[config.mk]
export PLATFORM = sky130hd
export DESIGN_NAME = timer_event_queue_top
export DESIGN_NICKNAME = d
export VERILOG_FILES = /design/src/rtl/core/teq_pkg.sv /design/src/rtl/core/teq_datapath.sv /design/src/rtl/core/teq_ctrl.sv /design/src/rtl/core/teq_fire_buf.sv /design/src/rtl/core/timer_event_queue_top.sv
export SDC_FILE = /design/constraint.sdc
export NUM_CORES = 2
export LEC_CHECK = 0
export BUFFER_PORTS_ARGS = -buffer_cell sky130_fd_sc_hd__buf_4
export CAP_MARGIN = 40
export CORE_MARGIN = 2
export CORE_UTILIZATION = 57
export CTS_CLUSTER_DIAMETER = 40
export CTS_CLUSTER_SIZE = 30
export DETAILED_ROUTE_END_ITERATION = 12
export PLACE_DENSITY_LB_ADDON = 0.1
export RECOVER_POWER = 50
export REMOVE_ABC_BUFFERS = 1
export SLEW_MARGIN = 10
export SYNTH_ARGS = -nofsm -noshare
export SYNTH_HDL_FRONTEND = slang
export SYNTH_SLANG_ARGS = --single-unit
export TNS_END_PERCENT = 1
[constraint.sdc]
create_clock -name clk_i -period 7.45 [get_ports clk_i]
set_input_delay 0.3725 -clock clk_i [delete_from_list [all_inputs] [get_ports clk_i]]
set_output_delay 0.3725 -clock clk_i [all_outputs]
set_load 0.01 [all_outputs]
[src/rtl/core/teq_pkg.sv]
`timescale 1ns / 1ps
`default_nettype none
package teq_pkg;
  localparam int unsigned Slots = 16;
  localparam int unsigned SlotW = 4;

  typedef enum logic [1:0] {
    OP_TICK    = 2'd0,
    OP_SERVICE = 2'd1,
    OP_REG     = 2'd2,
    OP_UNREG   = 2'd3
  } op_e;

  typedef struct packed {
    logic [1:0]  operation;
    logic [3:0]  event_id;
    logic [31:0] timeout;
    logic        periodic;
  } in_req_t;

  typedef struct packed {
    logic       kind;
    logic [3:0] fired_id;
    logic       status;
    logic       last;
  } out_req_t;

  // controller -> datapath
  typedef struct packed {
    logic       load;        // capture input request
    logic       tick;
    logic       unreg;
    logic       arm_in;      // arm slot from input request
    logic       scan_clr;    // start new minimum search
    logic       scan_step;   // compare one slot
    logic       fire;        // fire the found slot
    logic       emit;        // load output register
    logic       emit_kind;
    logic       emit_status;
    logic       emit_last;
    logic       emit_found;  // id from search result
  } cmd_t;

  // datapath -> controller
  typedef struct packed {
    logic [1:0]       operation;
    logic             id_ok;
    logic             tmo_zero;
    logic             periodic;
    logic             scan_done;
    logic             found;
    logic [SlotW-1:0] best_id;   // slot picked by the last search
    logic [4:0]       fire_cnt;
    logic             out_busy;
  } sts_t;
endpackage
`default_nettype wire

[src/rtl/core/teq_datapath.sv]
`timescale 1ns / 1ps
`default_nettype none
module teq_datapath import teq_pkg::*; (
  input  wire logic     clk_i,
  input  wire logic     rst_ni,
  input  wire in_req_t  in_i,
  input  wire cmd_t     cmd_i,
  input  wire logic     out_stall_i,
  output sts_t          sts_o,
  output logic          out_valid_o,
  output out_req_t      out_o
);
  logic [63:0] now_q;
  logic [31:0] arm_cnt_q;
  logic [Slots-1:0] armed_q, per_q;
  logic [31:0] intv_q [Slots];
  logic [63:0] dl_q   [Slots];
  logic [31:0] ord_q  [Slots];
  in_req_t     req_q;
  logic [SlotW:0] scan_q;
  logic        found_q;
  logic [SlotW-1:0] best_q;
  logic [63:0] best_dl_q;
  logic [31:0] best_age_q;
  logic [4:0]  fire_cnt_q;
  logic        out_valid_q;
  out_req_t    out_q;

  logic [SlotW-1:0] cur;
  logic [31:0] cur_age;
  logic        better;
  assign cur     = scan_q[SlotW-1:0];
  assign cur_age = arm_cnt_q - ord_q[cur];
  assign better  = armed_q[cur] && (dl_q[cur] <= now_q) &&
                   (!found_q || dl_q[cur] < best_dl_q ||
                    (dl_q[cur] == best_dl_q && cur_age < best_age_q));

  always_ff @(posedge clk_i or negedge rst_ni) begin
    if (!rst_ni) begin
      now_q <= '0;
      arm_cnt_q <= '0;
      armed_q <= '0;
      per_q <= '0;
      scan_q <= '0;
      found_q <= 1'b0;
      fire_cnt_q <= '0;
      out_valid_q <= 1'b0;
    end else begin
      if (cmd_i.emit) out_valid_q <= 1'b1;
      else if (!out_stall_i) out_valid_q <= 1'b0;
      if (cmd_i.tick) now_q <= now_q + 64'd1;
      if (cmd_i.unreg) armed_q[req_q.event_id] <= 1'b0;
      if (cmd_i.arm_in) begin
        arm_cnt_q <= arm_cnt_q + 32'd1;
        armed_q[req_q.event_id] <= 1'b1;
        per_q[req_q.event_id] <= req_q.periodic;
      end
      if (cmd_i.load) fire_cnt_q <= '0;
      if (cmd_i.scan_clr) begin
        scan_q <= '0;
        found_q <= 1'b0;
      end else if (cmd_i.scan_step) begin
        scan_q <= scan_q + 1'b1;
        if (better) found_q <= 1'b1;
      end
      if (cmd_i.fire) begin
        fire_cnt_q <= fire_cnt_q + 5'd1;
        if (per_q[best_q]) arm_cnt_q <= arm_cnt_q + 32'd1;
        else armed_q[best_q] <= 1'b0;
      end
    end
  end

  always_ff @(posedge clk_i) begin
    if (cmd_i.load) req_q <= in_i;
    if (cmd_i.arm_in) begin
      intv_q[req_q.event_id] <= req_q.timeout;
      dl_q[req_q.event_id]   <= now_q + {32'd0, req_q.timeout};
      ord_q[req_q.event_id]  <= arm_cnt_q + 32'd1;
    end
    if (cmd_i.scan_step && better) begin
      best_q <= cur;
      best_dl_q <= dl_q[cur];
      best_age_q <= cur_age;
    end
    if (cmd_i.fire && per_q[best_q]) begin
      dl_q[best_q]  <= now_q + {32'd0, intv_q[best_q]};
      ord_q[best_q] <= arm_cnt_q + 32'd1;
    end
    if (cmd_i.emit) begin
      out_q.kind     <= cmd_i.emit_kind;
      out_q.fired_id <= cmd_i.emit_found ? best_q : req_q.event_id;
      out_q.status   <= cmd_i.emit_status;
      out_q.last     <= cmd_i.emit_last;
    end
  end

  assign sts_o.operation = req_q.operation;
  assign sts_o.id_ok     = ({1'b0, req_q.event_id} < 5'(Slots));
  assign sts_o.tmo_zero  = (req_q.timeout == '0);
  assign sts_o.periodic  = req_q.periodic;
  assign sts_o.scan_done = (scan_q == (SlotW+1)'(Slots));
  assign sts_o.found     = found_q;
  assign sts_o.best_id   = best_q;
  assign sts_o.fire_cnt  = fire_cnt_q;
  assign sts_o.out_busy  = out_valid_q;
  assign out_valid_o = out_valid_q;
  assign out_o       = out_q;
endmodule
`default_nettype wire

[src/rtl/core/teq_ctrl.sv]
`timescale 1ns / 1ps
`default_nettype none
module teq_ctrl import teq_pkg::*; (
  input  wire logic clk_i,
  input  wire logic rst_ni,
  input  wire logic in_valid_i,
  output logic      in_stall_o,
  input  wire sts_t sts_i,
  output cmd_t      cmd_o
);
  localparam logic [2:0] S_IDLE = 3'd0;
  localparam logic [2:0] S_DEC  = 3'd1;
  localparam logic [2:0] S_SCAN = 3'd2;
  localparam logic [2:0] S_FIRE = 3'd3;
  localparam logic [2:0] S_ZST  = 3'd4;

  logic [2:0] state_q, state_d;

  always_ff @(posedge clk_i or negedge rst_ni) begin
    if (!rst_ni) state_q <= S_IDLE;
    else state_q <= state_d;
  end

  assign in_stall_o = (state_q != S_IDLE);

  always_comb begin
    cmd_o = '0;
    state_d = state_q;
    case (state_q)
      S_IDLE: begin
        if (in_valid_i) begin
          cmd_o.load = 1'b1;
          state_d = S_DEC;
        end
      end
      S_DEC: begin
        case (sts_i.operation)
          OP_TICK: begin
            cmd_o.tick = 1'b1;
            state_d = S_IDLE;
          end
          OP_SERVICE: begin
            cmd_o.scan_clr = 1'b1;
            state_d = S_SCAN;
          end
          OP_REG: begin
            if (!sts_i.id_ok) state_d = S_IDLE;
            else if (!sts_i.out_busy) begin
              cmd_o.emit = 1'b1;
              if (sts_i.tmo_zero) begin
                cmd_o.emit_kind = 1'b1;
                state_d = S_ZST;
              end else begin
                cmd_o.arm_in = 1'b1;
                cmd_o.emit_last = 1'b1;
                state_d = S_IDLE;
              end
            end
          end
          default: begin
            cmd_o.unreg = sts_i.id_ok;
            state_d = S_IDLE;
          end
        endcase
      end
      S_ZST: begin
        if (!sts_i.out_busy) begin
          cmd_o.emit = 1'b1;
          cmd_o.emit_status = sts_i.periodic;
          cmd_o.emit_last = 1'b1;
          state_d = S_IDLE;
        end
      end
      S_SCAN: begin
        // final scan: stay until the last fire has left the buffer
        if (!sts_i.scan_done) cmd_o.scan_step = 1'b1;
        else if (sts_i.found) state_d = S_FIRE;
        else if (!sts_i.out_busy) state_d = S_IDLE;
      end
      S_FIRE: begin
        // hold fire until output slot frees; last known only after rescan
        if (!sts_i.out_busy) begin
          state_d = S_SCAN;
          cmd_o.fire = 1'b1;
          cmd_o.scan_clr = 1'b1;
        end
      end
      default: state_d = S_IDLE;
    endcase
  end
endmodule
`default_nettype wire

[src/rtl/core/teq_fire_buf.sv]
`timescale 1ns / 1ps
`default_nettype none
// Holds a fired id until the rescan tells whether it was the last one.
module teq_fire_buf import teq_pkg::*; (
  input  wire logic     clk_i,
  input  wire logic     rst_ni,
  input  wire logic     push_i,
  input  wire logic [3:0] id_i,
  input  wire logic     flush_i,
  input  wire logic     more_i,
  input  wire logic     out_stall_i,
  output logic          busy_o,
  output logic          out_valid_o,
  output out_req_t      out_o
);
  logic       pend_q, valid_q;
  logic [3:0] id_q;
  out_req_t   out_q;

  always_ff @(posedge clk_i or negedge rst_ni) begin
    if (!rst_ni) begin
      pend_q <= 1'b0;
      valid_q <= 1'b0;
    end else begin
      if (valid_q && !out_stall_i) valid_q <= 1'b0;
      if (flush_i && pend_q) begin
        pend_q <= 1'b0;
        valid_q <= 1'b1;
      end
      if (push_i) pend_q <= 1'b1;
    end
  end

  always_ff @(posedge clk_i) begin
    if (push_i) id_q <= id_i;
    if (flush_i && pend_q) begin
      out_q.kind <= 1'b1;
      out_q.fired_id <= id_q;
      out_q.status <= 1'b0;
      out_q.last <= !more_i;
    end
  end

  assign busy_o      = valid_q || pend_q;
  assign out_valid_o = valid_q;
  assign out_o       = out_q;
endmodule
`default_nettype wire

[src/rtl/core/timer_event_queue_top.sv]
`timescale 1ns / 1ps
`default_nettype none
// Results: a register request gives one result, two with a zero timeout;
//   tick and unregister requests give none.
// Service: a 16-step slot scan plus a done check per search, one search per
//   fired event plus a final one; the minimum search is sequential.
// One request at a time; stall is high until the request is finished.
// Reset (async, active low) clears the clock, arm counter and all armed bits.
module timer_event_queue_top import teq_pkg::*; (
  input  wire logic     clk_i,
  input  wire logic     rst_ni,
  input  wire logic     in_valid_i,
  output logic          in_stall_o,
  input  wire in_req_t  in_req_i,
  output logic          out_valid_o,
  input  wire logic     out_stall_i,
  output out_req_t      out_req_o
);
  cmd_t     cmd, cmd_dp;
  sts_t     sts_dp, sts;
  logic     dp_valid, fb_valid, fb_busy;
  out_req_t dp_out, fb_out;
  logic     last_fire_q, in_service_q;

  teq_ctrl u_ctrl (
    .clk_i, .rst_ni, .in_valid_i, .in_stall_o, .sts_i(sts), .cmd_o(cmd)
  );

  // Service fires go through the buffer; the datapath output carries register results.
  always_comb begin
    cmd_dp = cmd;
    sts = sts_dp;
    sts.out_busy = sts_dp.out_busy || fb_busy;
    // fire cap: the sixteenth fire ends the request
    if (sts_dp.fire_cnt == 5'd16 && in_service_q) sts.found = 1'b0;
  end

  always_ff @(posedge clk_i or negedge rst_ni) begin
    if (!rst_ni) begin
      in_service_q <= 1'b0;
      last_fire_q <= 1'b0;
    end else begin
      if (cmd.load) in_service_q <= (in_req_i.operation == OP_SERVICE);
      last_fire_q <= cmd.fire;
    end
  end

  teq_datapath u_dp (
    .clk_i, .rst_ni, .in_i(in_req_i), .cmd_i(cmd_dp), .out_stall_i,
    .sts_o(sts_dp), .out_valid_o(dp_valid), .out_o(dp_out)
  );

  // After each fire, the next scan end decides "last" for the buffered id.
  logic scan_end;
  assign scan_end = in_service_q && sts_dp.scan_done && !last_fire_q &&
                    !cmd.scan_clr;
  teq_fire_buf u_fb (
    .clk_i, .rst_ni, .push_i(cmd.fire), .id_i(sts_dp.best_id),
    .flush_i(scan_end && !fb_valid), .more_i(sts.found),
    .out_stall_i, .busy_o(fb_busy), .out_valid_o(fb_valid), .out_o(fb_out)
  );

  assign out_valid_o = dp_valid || fb_valid;
  assign out_req_o   = fb_valid ? fb_out : dp_out;

  assert property (@(posedge clk_i) disable iff (!rst_ni) !(dp_valid && fb_valid))
    else $error("two result sources at once");
  assert property (@(posedge clk_i) disable iff (!rst_ni)
    out_valid_o && out_stall_i |=> out_valid_o)
    else $error("result dropped while stalled");
  assert property (@(posedge clk_i) disable iff (!rst_ni)
    cmd.fire |-> sts_dp.found)
    else $error("fire without a due slot");
endmodule
`default_nettype wire

---- Yosys cells after proc, flatten, opt, wreduce, memory -nomap -nowiden ----
Memory sizes are Yosys's and may differ from the RTL's. A register that Yosys moved wholly into a read port is not among the register bits.
Index checks and enable logic that the tools add are counted.
word-level totals
  bits in registers ....................... 302
  memory bits (writable) .................. 2,048
  input bits .............................. 43
  logic and storage cells ................. 180
  memories kept ........................... 3
memories
  name         words  width  read ports  clocked after Yosys merged registers in  write ports  line                text
  u_dp.dl_q    16     64     1           0                                        1            teq_datapath.sv:17  logic [63:0] dl_q [Slots];
  u_dp.intv_q  16     32     1           1                                        1            teq_datapath.sv:16  logic [31:0] intv_q [Slots];
  u_dp.ord_q   16     32     1           0                                        1            teq_datapath.sv:18  logic [31:0] ord_q [Slots];
cells by class
  add/sub/neg operators ................... 7
  magnitude comparators ................... 8
  equality and inequality tests ........... 15
  muxes and demuxes ....................... 71
  bitwise logic cells ..................... 8
  reductions and logical operators ........ 41
operators by type and width
  kind                     number
  $add A64 B32 Y64         2
  $mux W32                 4
  $add A64 B1 Y64 const B  1
  $eq A64 B64 Y1           1
  $le A64 B64 Y1           1
  $lt A64 B64 Y1           1
  $mux W16                 4
  $mux W64                 1
  $reduce_or A64 Y1        1
  $mux W1                  34
  $add A32 B1 Y32 const B  1
  $and A16 B16 Y16         2
  $logic_not A32 Y1        1
  $lt A32 B32 Y1           1
  $not A16 Y16             2
  $reduce_or A32 Y1        1
  $sub A32 B32 Y32         1
  $mux W3                  8
  $mux W5                  4
  $bwmux W16               1
  $or A16 B16 Y16          1
  $lt A4 B5 Y1 const B     3
  $pmux W3 S5              1
  $logic_and A1 B1 Y1      14
  29 further kinds         59

---- Depth between registers and ports, before layout ----
  depth after elaboration ................. 12
  mapped depth ............................ 28

---- By module ----
From an unflattened synthesis, not the netlist that was laid out.
second synthesis, totals
  cell total of the unflattened synthesis .. 7,603
  area, all modules ....................... 112,965.8 sq um
by module, submodules not included
  module                 times used  cells an instance  area each (sq um)
  teq_datapath           1           7,515              112,037.5
  teq_fire_buf           1           21                 381.6
  teq_ctrl               1           48                 355.3
  timer_event_queue_top  1           19                 191.4

---- Worst setup path after synthesis ----
OpenSTA, ideal clock, no wires.
  path kind ............................... reg2reg
  start point ............................. reg u_dp.scan_q[0]
  end point ............................... reg with a tool-made name
  arrival ................................. 7.755 ns
  data required time ...................... 7.324 ns
  setup slack ............................. -0.431 ns
  cell stages (with the launch flop) ...... 29
  period minus slack after synthesis ...... 7.881 ns
  cell sequence ........................... dfrtp_1 -> buf_6 -> buf_6 -> clkbuf_1 -> buf_1 -> mux4_2 -> mux4_2 -> ha_1 -> inv_1 -> fa_1 -> a21o_1 -> a21oi_1 -> nand2b_1 -> a211o_1 -> and3_1 -> o21ai_0 -> a21o_1 -> a21oi_1 -> xnor2_1 -> ha_1 -> nand2_1 -> o21ai_0 -> a21o_1 -> a211oi_1 -> o211ai_1 -> o21ai_0 -> nand3_1 -> a31oi_4 -> mux2_4
RTL lines
  element                 line                text
  from (decl)             teq_datapath.sv:20  logic [SlotW:0] scan_q;
  from (signal assigned)  teq_datapath.sv:63  scan_q <= scan_q + 1'b1;

---- Final worst setup path ----
  start point ............................. reg u_dp.scan_q[3]
  end point ............................... reg u_dp.best_dl_q[24], read port of u_dp.dl_q (enable)
on the way
  longest elaborated chain between the ends .. 7
  elaborated cells between the ends (all ways) .. 18
RTL lines
  element               line                text
  $mem_v2 Z16 W32       --
  $sub A32 B32 Y32      teq_datapath.sv:33  assign cur_age = arm_cnt_q - ord_q[cur];
  net u_dp.cur_age[25]  teq_datapath.sv:30  logic [31:0] cur_age;
  $lt A32 B32 Y1        teq_datapath.sv:36  (dl_q[cur] == best_dl_q && cur_age < best_age_q));
  $logic_and A1 B1 Y1   teq_datapath.sv:36
  $logic_or A1 B1 Y1    teq_datapath.sv:35  (!found_q || dl_q[cur] < best_dl_q ||
  $logic_and A1 B1 Y1   teq_datapath.sv:34  assign better = armed_q[cur] && (dl_q[cur] <= now_q) &&
  $logic_and A1 B1 Y1   teq_datapath.sv:81  if (cmd_i.scan_step && better) begin
  to (decl)             teq_datapath.sv:23  logic [63:0] best_dl_q;
The timed path passes the listed nets, and every way through them passes these cells. The select of a mux whose other input is x is not followed.
A chain may end at the register's enable or synchronous reset.

==> key figures <==
STA
  • Final Skew: 0.0607 ns
  • Period minus WS final: 6.74 ns
  • Slew @ Worst Pin: 3.47 ns
  • Final worst-path cycle share: 0.904
  • Final worst slack: 0.714 ns
  • Max Slew Vio Count: 1,074
  • Max transition margin: -1.32
  • Final hold violations: 0
  • Maximum clock frequency: 148 MHz
  • Setup Viol. Count Final: 0
  • RSZ-0062 raised after global routing: no

Final layout
  • Nets: 5,661
  • P&R area growth vs syn: 16.0%
  • Final cell count without fillers: 7,849
  • Fin area: 113,000 µm²
  • Layout cells sized above 1: 0.262
  • Final core occ: 0.665

GRT
  • Initial antenna violation count: 2
  • All-Layer GR Usage: 0.260
  • Global-route wire length before repair: 331,000 µm
  • Number of global-route vias before repair: 50,400
  • Pin count of the biggest net entering global routing: 107
  • Busiest layer in global routing: met2
  • GR Overflow Total: 0
  • GR Layer Usage met1: 0.372
  • Met3 usage: 0.0443
  • Met2 usage: 0.422

Route
  • Via density: 6.25
  • Routed WL: 222,000 µm
  • DRT iter0 DRCs: 4,714
  • Drt first pass iters: 6
  • Residual DRC: 0
  • Wire per inst: 28.3 µm
  • Post-route ant nets: 0
  • Via Count: 49,000

Floorplanning
  • Initial core utilization: 0.573
  • Chip Width: 417 µm
  • Core ar.: 169,000 µm²
  • I/O Pins: 52
  • # rows: 151
  • Die height: 417 µm
  • Die ar.: 174,000 µm²

Yosys
  • Synth top cells by count: edfxtp_1 (2,203), mux4_2 (650), ha_1 (228)
  • Post-synth cell types: 78
  • Cell taking the most area after synthesis: edfxtp_1
  • Number of enable flip-flop cells after synthesis: 2,203
  • Most common cell in the netlist: edfxtp_1
  • Top_reg_cell synth: edfxtp_1
  • Register area share after synthesis: 0.720
  • Synth warnings: 0
  • Synth Area per Inst: 19.7 µm²
  • Async set-or-reset flop fraction in the synthesized netlist: 0.0624
  • Largest cells by area after synthesis: edfxtp_1 (68%), mux4_2 (15%), dfrtp_1 (3.8%)
  • Post-Syn Instances: 4,921
  • Syn Std Cell Area: 97,100 µm²
  • Synthesized flop and latch total: 2,354
  • Top-area cell type share of the netlist area: 0.681

Placed design
  • HPWL Detailed: 124,000 µm
  • DP Cell Count: 7,242
  • IO buf count: 51
  • GPL Wtd Cong: 0.903
  • Placed cell areas: 102,000 µm²
  • Pre-CTS setup slack: 0.727 ns

Setup path
  • Worst Path Required: 8.07 ns
  • Worst-case reg-to-reg path depth: 23
  • R2R Path End: u_dp.best_dl_q[24]
  • Arr. time, crit path: 7.35 ns
  • Worst Setup End Kind: flip-flop
  • Worst setup SP type: flip-flop
  • Crit Path Class: flip-flop to flip-flop
  • CP startpoint: u_dp.scan_q[3]
  • Reg-to-Reg Start: u_dp.scan_q[3]
  • R2R Setup Slk: 0.71 ns
  • Max FO, Critical Path: 28

Clock network
  • Reg clk slew, reported paths: 0.07 ns
  • H-tree depth: 5
  • CTS Sinks: 2,354
  • Bufs on Longest Clock Path: 4
  • Num CTS Buffers: 317
  • Root Driver: clkbuf_16
  • Worst-skew pair later-pin latency: 0.93 ns
  • Postcts setup bufs: 0
  • CTS tree: built

Power and ir drop
  • Pwr per Cell Area: 342 nW/µm²
  • Max IR drop VDD: 0.292 mV
  • Lkg Pwr: 38.7 nW

Status
  • Violated checks: max-capacitance violations, max-slew violations
  • Status: finished with violations

Min path
  • Hold endpoint: u_dp.req_q[10]
  • HP Class: input port to flip-flop
  • Hold path depth: 2
  • Hold_sp: in_req_i[10]

Run
  • Max Cap Viol: 35
[metal layers]
metal	routed length, µm	vias to the layer above
li1	-	21100
met1	92600	25800
met2	110000	1779
met3	14800	357
met4	4970	0
met5	0	-
[report_power, final]
| part | switching [mW] | internal (mW) | total [mW] |
|---|---|---|---|
| registers | 0.358 | 15.1 | 15.4 |
| clock network | 5.94 | 9.05 | 15.0 |
| logic | 4.32 | 3.76 | 8.08 |
[worst max-delay path by stage]
| stage | endpoint | slack (ns) | cells after the start |
|---|---|---|---|
| floorplan | flip-flop | -14.07 | 24 |
| global placement | u_dp.best_dl_q[28] | 0.73 | 23 |
| detailed placement | u_dp.best_dl_q[21] | 0.73 | 23 |
| CTS | u_dp.best_dl_q[31] | 0.69 | 23 |
| global route | u_dp.best_dl_q[19] | 0.30 | 24 |
| finish | u_dp.best_dl_q[24] | 0.71 | 23 |
[final cells by class]
class / count / area (µm²)
Sequential cell: 2354 / 69900
Fill cell: 11100 / 56600
Multi-Input combinational cell: 2156 / 25700
Clock buffer: 346 / 8210
Timing Repair Buffer: 328 / 2810
Tap cell: 2218 / 2780
Clock inverter: 213 / 2320
Inverter: 231 / 867
Antenna cell: 3 / 7.51
[metrics by stage]
step	power, mW	setup TNS [ns]	hold slack (ns)
after CTS	38.8	0	0.0923
after global routing	40.1	0	0.137
after floorplan	22.2	-4218.59	0.0769
final	38.5	0	0.180
after global placement	23.7	0	0.306
after detailed placement	23.8	0	0.310
[cells in the final DEF, fill, tap and decap left out, types with 11 or more instances in the layout]
master         count
a211oi_1          14
a21o_1            59
a21oi_1          120
and3_1            34
buf_12            41
buf_4            116
bufinv_16         26
clkbuf_1         103
clkbuf_16        324
clkbuf_4          40
clkinv_1          19
clkinv_2          32
clkinv_4          21
clkinv_8          13
clkinvlp_4        35
dfrtp_1          144
dlygate4sd3_1     43
edfxtp_1        2203
ha_1             228
inv_1            226
inv_6             42
inv_8             24
mux2_2            46
mux4_2           650
nand2_1          144
nand2b_1          16
nand3_1           76
nand4_1           60
nor2_1           144
nor2_4            16
nor2b_1           21
nor3_1            42
nor4_1            20
o21a_1            28
o21ai_0           65
o21bai_1          17
or2_2             11
xnor2_1          175
xor2_1            38
[registers in the layout, indices dropped and copies added (netlist names), 7 cells and up, named ones only]
register,flops
u_dp.arm_cnt_q,32
u_dp.armed_q,16
u_dp.best_age_q,32
u_dp.best_dl_q,64
u_dp.dl_q,1024
u_dp.intv_q,512
u_dp.now_q,64
u_dp.ord_q,512
u_dp.out_o,7
u_dp.per_q,16
u_dp.req_q,36
[critical path, cell delays in order (launching register included)]
cell,delay (ns)
dfrtp_1,1.28
buf_4,0.53
mux4_2,0.27
inv_1,0.06
ha_1,0.22
a21o_1,0.17
a21oi_1,0.16
nor2_1,0.08
o41ai_1,0.39
a31oi_1,0.20
o31ai_1,0.52
o21bai_1,0.11
a21oi_1,0.19
xnor2_1,0.16
ha_1,0.28
a21o_1,0.16
a21o_1,0.17
a21oi_1,0.18
o211ai_1,0.11
o21ai_0,0.21
nand3_1,0.18
a31oi_4,0.33
buf_12,0.26
buf_12,0.18
[cells by family (layout without fill, tap and decap cells)]
kind of cell	count (synthesis)	after routing	synth area share
DFF	2354	2354	0.720
muxes	706	706	0.157
and+or+nand+nor	621	621	0.0315
buffers and inverters	411	1118	0.0162
AOI/OAI and AO/OA	385	385	0.0256
adders and majority gates	230	230	0.0298
xor gates and xnor gates	214	214	0.0193
other	0	3	0
[repair_timing]
item / 4_1_cts / 5_1_grt
hold buffers: 44 / 0
gates resized for setup: 0 / 0
hold endpoints to repair: 144 / 0
No activity file was read; power rests on OpenSTA's default activity.
